[config.mk]
export PLATFORM = sky130hd
export DESIGN_NAME = aes_round
export DESIGN_NICKNAME = d
export VERILOG_FILES = /design/src/hw/rtl/aes_pkg.sv /design/src/hw/rtl/aes_round.sv
export SDC_FILE = /design/constraint.sdc
export NUM_CORES = 2
export LEC_CHECK = 0
export BUFFER_PORTS_ARGS = -buffer_cell sky130_fd_sc_hd__clkbuf_2
export CAP_MARGIN = 20
export CORE_ASPECT_RATIO = 1.75
export CORE_MARGIN = 2
export CORE_UTILIZATION = 50
export DETAILED_ROUTE_END_ITERATION = 12
export GPL_TIMING_DRIVEN = 0
export PLACE_DENSITY = 0.68
export REMOVE_ABC_BUFFERS = 1
export SLEW_MARGIN = 20
export SYNTH_ARGS = -nofsm -noshare
export SYNTH_HDL_FRONTEND = slang
export SYNTH_SLANG_ARGS = --single-unit
[constraint.sdc]
create_clock -name vclk -period 6.1
set_input_delay 0.61 -clock vclk [all_inputs]
set_output_delay 0.61 -clock vclk [all_outputs]
set_load 0.01 [all_outputs]
[src/hw/rtl/aes_pkg.sv]
package aes_pkg;

    localparam int unsigned ROUNDS    = 10;
    localparam int unsigned KEY_WORDS = 4 * (ROUNDS + 1);

    localparam logic [1:0] CFG_KEY_HI = 2'd0;
    localparam logic [1:0] CFG_KEY_LO = 2'd1;

    typedef logic [127:0] block_t;

    localparam logic [7:0] SBOX [256] = '{
        8'h63, 8'h7C, 8'h77, 8'h7B, 8'hF2, 8'h6B, 8'h6F, 8'hC5,
        8'h30, 8'h01, 8'h67, 8'h2B, 8'hFE, 8'hD7, 8'hAB, 8'h76,
        8'hCA, 8'h82, 8'hC9, 8'h7D, 8'hFA, 8'h59, 8'h47, 8'hF0,
        8'hAD, 8'hD4, 8'hA2, 8'hAF, 8'h9C, 8'hA4, 8'h72, 8'hC0,
        8'hB7, 8'hFD, 8'h93, 8'h26, 8'h36, 8'h3F, 8'hF7, 8'hCC,
        8'h34, 8'hA5, 8'hE5, 8'hF1, 8'h71, 8'hD8, 8'h31, 8'h15,
        8'h04, 8'hC7, 8'h23, 8'hC3, 8'h18, 8'h96, 8'h05, 8'h9A,
        8'h07, 8'h12, 8'h80, 8'hE2, 8'hEB, 8'h27, 8'hB2, 8'h75,
        8'h09, 8'h83, 8'h2C, 8'h1A, 8'h1B, 8'h6E, 8'h5A, 8'hA0,
        8'h52, 8'h3B, 8'hD6, 8'hB3, 8'h29, 8'hE3, 8'h2F, 8'h84,
        8'h53, 8'hD1, 8'h00, 8'hED, 8'h20, 8'hFC, 8'hB1, 8'h5B,
        8'h6A, 8'hCB, 8'hBE, 8'h39, 8'h4A, 8'h4C, 8'h58, 8'hCF,
        8'hD0, 8'hEF, 8'hAA, 8'hFB, 8'h43, 8'h4D, 8'h33, 8'h85,
        8'h45, 8'hF9, 8'h02, 8'h7F, 8'h50, 8'h3C, 8'h9F, 8'hA8,
        8'h51, 8'hA3, 8'h40, 8'h8F, 8'h92, 8'h9D, 8'h38, 8'hF5,
        8'hBC, 8'hB6, 8'hDA, 8'h21, 8'h10, 8'hFF, 8'hF3, 8'hD2,
        8'hCD, 8'h0C, 8'h13, 8'hEC, 8'h5F, 8'h97, 8'h44, 8'h17,
        8'hC4, 8'hA7, 8'h7E, 8'h3D, 8'h64, 8'h5D, 8'h19, 8'h73,
        8'h60, 8'h81, 8'h4F, 8'hDC, 8'h22, 8'h2A, 8'h90, 8'h88,
        8'h46, 8'hEE, 8'hB8, 8'h14, 8'hDE, 8'h5E, 8'h0B, 8'hDB,
        8'hE0, 8'h32, 8'h3A, 8'h0A, 8'h49, 8'h06, 8'h24, 8'h5C,
        8'hC2, 8'hD3, 8'hAC, 8'h62, 8'h91, 8'h95, 8'hE4, 8'h79,
        8'hE7, 8'hC8, 8'h37, 8'h6D, 8'h8D, 8'hD5, 8'h4E, 8'hA9,
        8'h6C, 8'h56, 8'hF4, 8'hEA, 8'h65, 8'h7A, 8'hAE, 8'h08,
        8'hBA, 8'h78, 8'h25, 8'h2E, 8'h1C, 8'hA6, 8'hB4, 8'hC6,
        8'hE8, 8'hDD, 8'h74, 8'h1F, 8'h4B, 8'hBD, 8'h8B, 8'h8A,
        8'h70, 8'h3E, 8'hB5, 8'h66, 8'h48, 8'h03, 8'hF6, 8'h0E,
        8'h61, 8'h35, 8'h57, 8'hB9, 8'h86, 8'hC1, 8'h1D, 8'h9E,
        8'hE1, 8'hF8, 8'h98, 8'h11, 8'h69, 8'hD9, 8'h8E, 8'h94,
        8'h9B, 8'h1E, 8'h87, 8'hE9, 8'hCE, 8'h55, 8'h28, 8'hDF,
        8'h8C, 8'hA1, 8'h89, 8'h0D, 8'hBF, 8'hE6, 8'h42, 8'h68,
        8'h41, 8'h99, 8'h2D, 8'h0F, 8'hB0, 8'h54, 8'hBB, 8'h16
    };

    localparam logic [7:0] RCON [ROUNDS] = '{
        8'h01, 8'h02, 8'h04, 8'h08, 8'h10, 8'h20, 8'h40, 8'h80, 8'h1B, 8'h36
    };

    function automatic logic [7:0] xtime(input logic [7:0] a);
        xtime = {a[6:0], 1'b0} ^ (a[7] ? 8'h1B : 8'h00);
    endfunction

    function automatic logic [31:0] sub_word(input logic [31:0] w);
        sub_word = {SBOX[w[31:24]], SBOX[w[23:16]], SBOX[w[15:8]], SBOX[w[7:0]]};
    endfunction

endpackage

[src/hw/rtl/aes_round.sv]
// One cipher round: SubBytes, ShiftRows, optional MixColumns, AddRoundKey.
module aes_round
#(
    parameter bit LAST = 1'b0
)
(
    input  aes_pkg::block_t state_in,
    input  aes_pkg::block_t round_key,
    output aes_pkg::block_t state_out
);

    logic [7:0] b   [16];
    logic [7:0] s   [16];
    logic [7:0] m   [16];
    logic [7:0] all [4];

    always_comb
    begin
        for (int i = 0; i < 16; i++)
            b[i] = state_in[127 - 8 * i -: 8];
        // Byte r + 4c is row r, column c.
        for (int c = 0; c < 4; c++)
            for (int r = 0; r < 4; r++)
                s[r + 4 * c] = aes_pkg::SBOX[b[r + 4 * ((c + r) % 4)]];
        for (int c = 0; c < 4; c++)
        begin
            all[c] = s[4 * c] ^ s[4 * c + 1] ^ s[4 * c + 2] ^ s[4 * c + 3];
            for (int r = 0; r < 4; r++)
                m[4 * c + r] = LAST ? s[4 * c + r]
                             : s[4 * c + r] ^ all[c]
                               ^ aes_pkg::xtime(s[4 * c + r] ^ s[4 * c + (r + 1) % 4]);
        end
        for (int i = 0; i < 16; i++)
            state_out[127 - 8 * i -: 8] = m[i] ^ round_key[127 - 8 * i -: 8];
    end

endmodule

# Word-level counts from Yosys, hierarchy flattened
# Memories as Yosys holds them, arrays and structs flattened.
# Index checks and enable logic that the tools add are counted.
totals:
  reg_bits: 0
  mem_bits_ro: 32768
  input_bits: 256
  out_inout_bits: 128
  wordCells: 184
  n_memories: 16
op_classes:
  n_lt_le_gt_ge: 16
  n_mux: 48
  bitwise_logic: 104
mem_list:
  columns: ["name", "words", "word_bits", "read_ports", "rd_ports_with_merged_regs", "write_ports", "line", "rtl"]
  rows:
  - ["(name not given)", 256, 8, 1, 0, 0, "aes_round.sv:24", "s[r + 4 * c] = aes_pkg::SBOX[b[r + 4 * ((c + r) % 4)]];"]
  - ["(name not given)", 256, 8, 1, 0, 0, "aes_round.sv:24", null]
  - ["(name not given)", 256, 8, 1, 0, 0, "aes_round.sv:24", null]
  - ["(name not given)", 256, 8, 1, 0, 0, "aes_round.sv:24", null]
  - ["(name not given)", 256, 8, 1, 0, 0, "aes_round.sv:24", null]
  - ["(name not given)", 256, 8, 1, 0, 0, "aes_round.sv:24", null]
  - ["10 more memories", null, null, null, null, null, null, null]
ops:
  columns: ["op", "count"]
  rows:
  - ["bitwise XOR 8 bit", 72]
  - ["2-to-1 mux 8 bit", 32]
  - ["greater-or-equal comparator 9 bit (second input constant)", 16]
  - ["NOT 8 -> 9 bit", 16]
  - ["bitwise XOR 8 x 5 -> 8 bit", 16]
  - ["2-to-1 mux 5 bit", 16]

# Logic depth before layout (Yosys ltp)
depth:
  word_depth: 10
  depth_mapped: 17
  ltp_nobuf: 12

# Least setup slack after synthesis
# No wires, ideal clock.
synth_path:
  path_type: "input to output"
  startpoint: "input state_in[56]"
  endpoint: "output state_out[57]"
  arrival_time_ns: 4.221
  required_time_ns: 5.490
  slack_ns: 1.269
  path_stages: 15
  n_path_buf: 4
  path_cell_list: "clkbuf_1 > clkbuf_1 > clkbuf_1 > inv_1 > ha_1 > and2_1 > o21ai_0 > o31ai_1 > mux4_2 > o211ai_1 > or3b_2 > clkbuf_1 > xor2_1 > xnor2_1 > xnor2_1"
synth_via:
  elab_chain_cells: 10
  elab_cells_between_ends: 12
  cone_classes: "mux (3); bitwise (8); memory (1)"
synth_lines:
  columns: ["element", "line", "rtl"]
  rows:
  - ["start: declaration", "aes_round.sv:7", "input aes_pkg::block_t state_in,"]
  - ["NOT 8 -> 9 bit (implied by the code) (*)", "aes_round.sv:24", null]
  - ["memory (256 x 8 bit) (*)", null, null]
  - ["2-to-1 mux 8 bit (implied by the code) (*) (2 in a row)", "aes_round.sv:24", null]
  - ["bitwise XOR 8 bit", "aes_round.sv:27, aes_round.sv:31", null]
  - ["bitwise XOR 8 bit (2 in a row)", "aes_round.sv:27", "all[c] = s[4 * c] ^ s[4 * c + 1] ^ s[4 * c + 2] ^ s[4 * c + 3];"]
  - ["bitwise XOR 8 bit", "aes_round.sv:30", ": s[4 * c + r] ^ all[c]"]
  - ["bitwise XOR 8 bit (*)", "aes_round.sv:31", "^ aes_pkg::xtime(s[4 * c + r] ^ s[4 * c + (r + 1) % 4]);"]
  - ["bitwise XOR 8 bit (*)", "aes_round.sv:34", "state_out[127 - 8 * i -: 8] = m[i] ^ round_key[127 - 8 * i -: 8];"]
  - ["end: declaration", "aes_round.sv:9", "output aes_pkg::block_t state_out"]
# Every way passes the cells marked *; elsewhere a longest branch is shown, timed or not. The select of a mux whose other input is x is not followed.

# Final worst setup path
layout_path:
  startpoint: "input state_in[24]"
  endpoint: "output state_out[1]"
layout_via:
  elab_chain_cells: 10
  elab_cells_between_ends: 13
  cone_classes: "mux (3); bitwise (9); memory (1)"
layout_lines:
  columns: ["element", "line"]
  rows:
  - ["NOT 8 -> 9 bit (implied by the code) (*)", "aes_round.sv:24"]
  - ["memory (256 x 8 bit) (*)", null]
  - ["2-to-1 mux 8 bit (implied by the code) (*) (2 in a row)", "aes_round.sv:24"]
  - ["bitwise XOR 8 bit (3 in a row)", "aes_round.sv:27"]
  - ["bitwise XOR 8 bit", "aes_round.sv:30"]
  - ["bitwise XOR 8 bit (*)", "aes_round.sv:31"]
  - ["bitwise XOR 8 bit (*)", "aes_round.sv:34"]
# Marked as above.

==> summary.json <==
{
  "outcome": "complete, but fails checks",
  "failing_checks": "setup timing",
  "grt-ovfl-total": 0,
  "cts.hold.buffers_added": 0,
  "avgRoutedWirePerCell_um": 30.4,
  "initial_core_util": 0.505,
  "die_ht_um": 456,
  "routed_via_density": 7.80,
  "ys_types": 107,
  "cp_slowest_cell": "sky130_fd_sc_hd__o211ai_1",
  "worst_path_dominant_cell_family": "compound AO/OA/AOI/OAI gates",
  "arrival_ps": 5570,
  "final_setup_viols": 2,
  "post_synth_inst_count": 8987,
  "layout.sequential_cells": 0,
  "route.detailed.drc": 0,
  "detail-route-antenna-nets": 0,
  "critPathKind": "input pin to primary output",
  "post_layout_util": 0.509,
  "synth.avg_cell_area_um2": 6.49,
  "cp_cell_sequence": "clkbuf_4, clkinv_2, ha_1, nand2b_1, a21oi_1, nor4_2, a211oi_1, o211ai_1, o211ai_1, xor2_1, xnor2_1, xnor2_1, clkbuf_2",
  "cp.required_ps": 5490,
  "clkbuf_count": 0,
  "ios": 384,
  "areaGrowthSynthToFinish_pct": 0.828,
  "seq_area_um2": 0,
  "wl_mm": 299,
  "p_clk_frac": 0,
  "num-nets-final": 8820,
  "dr_total_vias": 76598,
  "crit_path_end_kind": "primary output",
  "power_density_nw_per_um2": 147,
  "final_layout_size_suffix_gt1_frac": 0.108,
  "p_int_mw": 3.24,
  "worst_setup_path_start_kind": "input pin",
  "fp.dieW_um": 262,
  "tot_gr_track_use": 0.465,
  "grt_max_degree": 146,
  "p_sw_mw": 5.38,
  "rsz_0062_raised_after_global_routing": "true",
  "multi_input_comb_area_um2": 53300,
  "global_route.usage.met3": 0.0946,
  "synth_common_cells": "sky130_fd_sc_hd__o21ai_0, sky130_fd_sc_hd__a21oi_1, sky130_fd_sc_hd__nand2_1, sky130_fd_sc_hd__clkbuf_1, sky130_fd_sc_hd__nor2_1",
  "worst_slew_margin_rel": 0.149,
  "fmax_mhz": 162,
  "yosysTopAreaCell": "sky130_fd_sc_hd__mux4_2",
  "syn_area_um2": 58300,
  "grtUsageMet1": 0.521,
  "placed_area_um2": 58400,
  "number_of_buffer_cells_added_on_primary_ports": 384,
  "finalWeightedCongestion": 1.08,
  "synth_sequential_area_ratio": 0,
  "global_route_wire_length_before_repair_mm": 446,
  "comb_power_share": 1.000,
  "synth.most_common_cell": "sky130_fd_sc_hd__o21ai_0",
  "cp_num_buf_inv": 3,
  "largest_fanout_of_any_net_on_the_critical_path": 29,
  "globalRoute.busiestLayer": "met2",
  "share_seq_of_total_power": 0,
  "grtUsageMet2": 0.757,
  "leakage_nw": 20.2,
  "fp.coreArea_um2": 116000,
  "pre_cts_ws_ps": -780,
  "hold_class": "input pin to primary output",
  "final_area_um2": 58800,
  "fillCellCount": 12105,
  "first_global_vias": 69912,
  "placementRows": 165,
  "synth.top_cell.area_share": 0.0741,
  "net_switching_fraction_of_the_power": 0.624,
  "worst-slew-pin-transition_ps": 1260,
  "ir_worst_vdd_uv": 198,
  "layout_worst_path_cycle_share": 1.01,
  "detailed_place_hpwl_mm": 207,
  "first_pass_iters": 12,
  "period_minus_slack_ps": 6180,
  "slew_viol_final": 0,
  "die_area_um2": 120000,
  "drt_iter0_drc": 12685,
  "post_synth_main_area_contributors": "sky130_fd_sc_hd__mux4_2, sky130_fd_sc_hd__o21ai_0, sky130_fd_sc_hd__xnor2_1, sky130_fd_sc_hd__a21oi_1, sky130_fd_sc_hd__ha_1",
  "slowest_delay_ps": 690,
  "yosysWarnings": 0,
  "holdWs_ps": 1490,
  "layout_setup_ws_ps": -79.9,
  "cap_violations": 0,
  "initial_antenna_violation_count": 13,
  "final_hold_viol_count": 0
}
-- cell families (layout without fill, tap and decap cells) --
kind of cell / Yosys count / after routing / share of synthesized area
AOI/OAI and AO/OA: 3533 / 3533 / 0.412
muxes: 303 / 303 / 0.0940
buffers and inverters: 1265 / 594 / 0.0907
adders and majority gates: 246 / 246 / 0.0528
other: 0 / 6 / 0
xor gates and xnor gates: 583 / 583 / 0.0910
and+or+nand+nor: 3057 / 3057 / 0.260
-- area by class of cell --
cell class         instances  area share
multi-input cells       7722       0.906
repair buffers           428      0.0503
well taps               1503      0.0320
inverters                166      0.0111
diodes                     6    0.000255
-- layer usage --
metal	vias to the layer above	part of all wire
met5	-	0.00041
met4	18	0.11
met3	1868	0.11
met2	6684	0.45
met1	35279	0.33
li1	32749	-
-- power groups by stage --
stage	Combinational (mW)	Sequential [mW]	Clock, mW
3_3_place_gp	8.20	0	0
4_1_cts	8.28	0	0
3_5_place_dp	8.23	0	0
6_report	8.63	0	0.0000000352
2_1_floorplan	5.02	0	0
-- per-stage QoR --
stage | TNS, ps | cells | power, mW
5_1_grt | -48.5 | 9820 | 9.04
2_1_floorplan | 0 | 7888 | 5.02
6_report | -118 | 9825 | 8.63
3_3_place_gp | -180880 | 9775 | 8.20
4_1_cts | 0 | 9807 | 8.28
3_5_place_dp | -16260 | 9805 | 8.23
-- what timing repair did --
| item | in CTS | in global routing |
|---|---|---|
| setup endpoints to repair | 88 | 83 |
| resized for setup | 28 | 42 |
| setup buffers | 2 | 11 |
| pin swaps | 1 | 3 |
-- layout by cell type (no fill, tap or decap), types with 224 or more instances in the layout --
master                       n
sky130_fd_sc_hd__a31oi_1   224
sky130_fd_sc_hd__ha_1      232
sky130_fd_sc_hd__nor2_1    642
sky130_fd_sc_hd__a211oi_1  231
sky130_fd_sc_hd__nand2_1   690
sky130_fd_sc_hd__clkbuf_2  316
sky130_fd_sc_hd__nor2b_1   267
sky130_fd_sc_hd__a21oi_1   728
sky130_fd_sc_hd__nand2b_1  328
sky130_fd_sc_hd__o21ai_0   779
sky130_fd_sc_hd__nand3_1   270
sky130_fd_sc_hd__nor3_1    364
sky130_fd_sc_hd__xnor2_1   420
-- worst paths after layout --
kind | from | to | slack, ps | cells after the start
worst max-delay path | state_in[24] | state_out[1] | -80 | 13
worst min-delay path | round_key[8] | state_out[8] | 1490 | 3
Note: power is estimated with default switching activity, not from simulation.
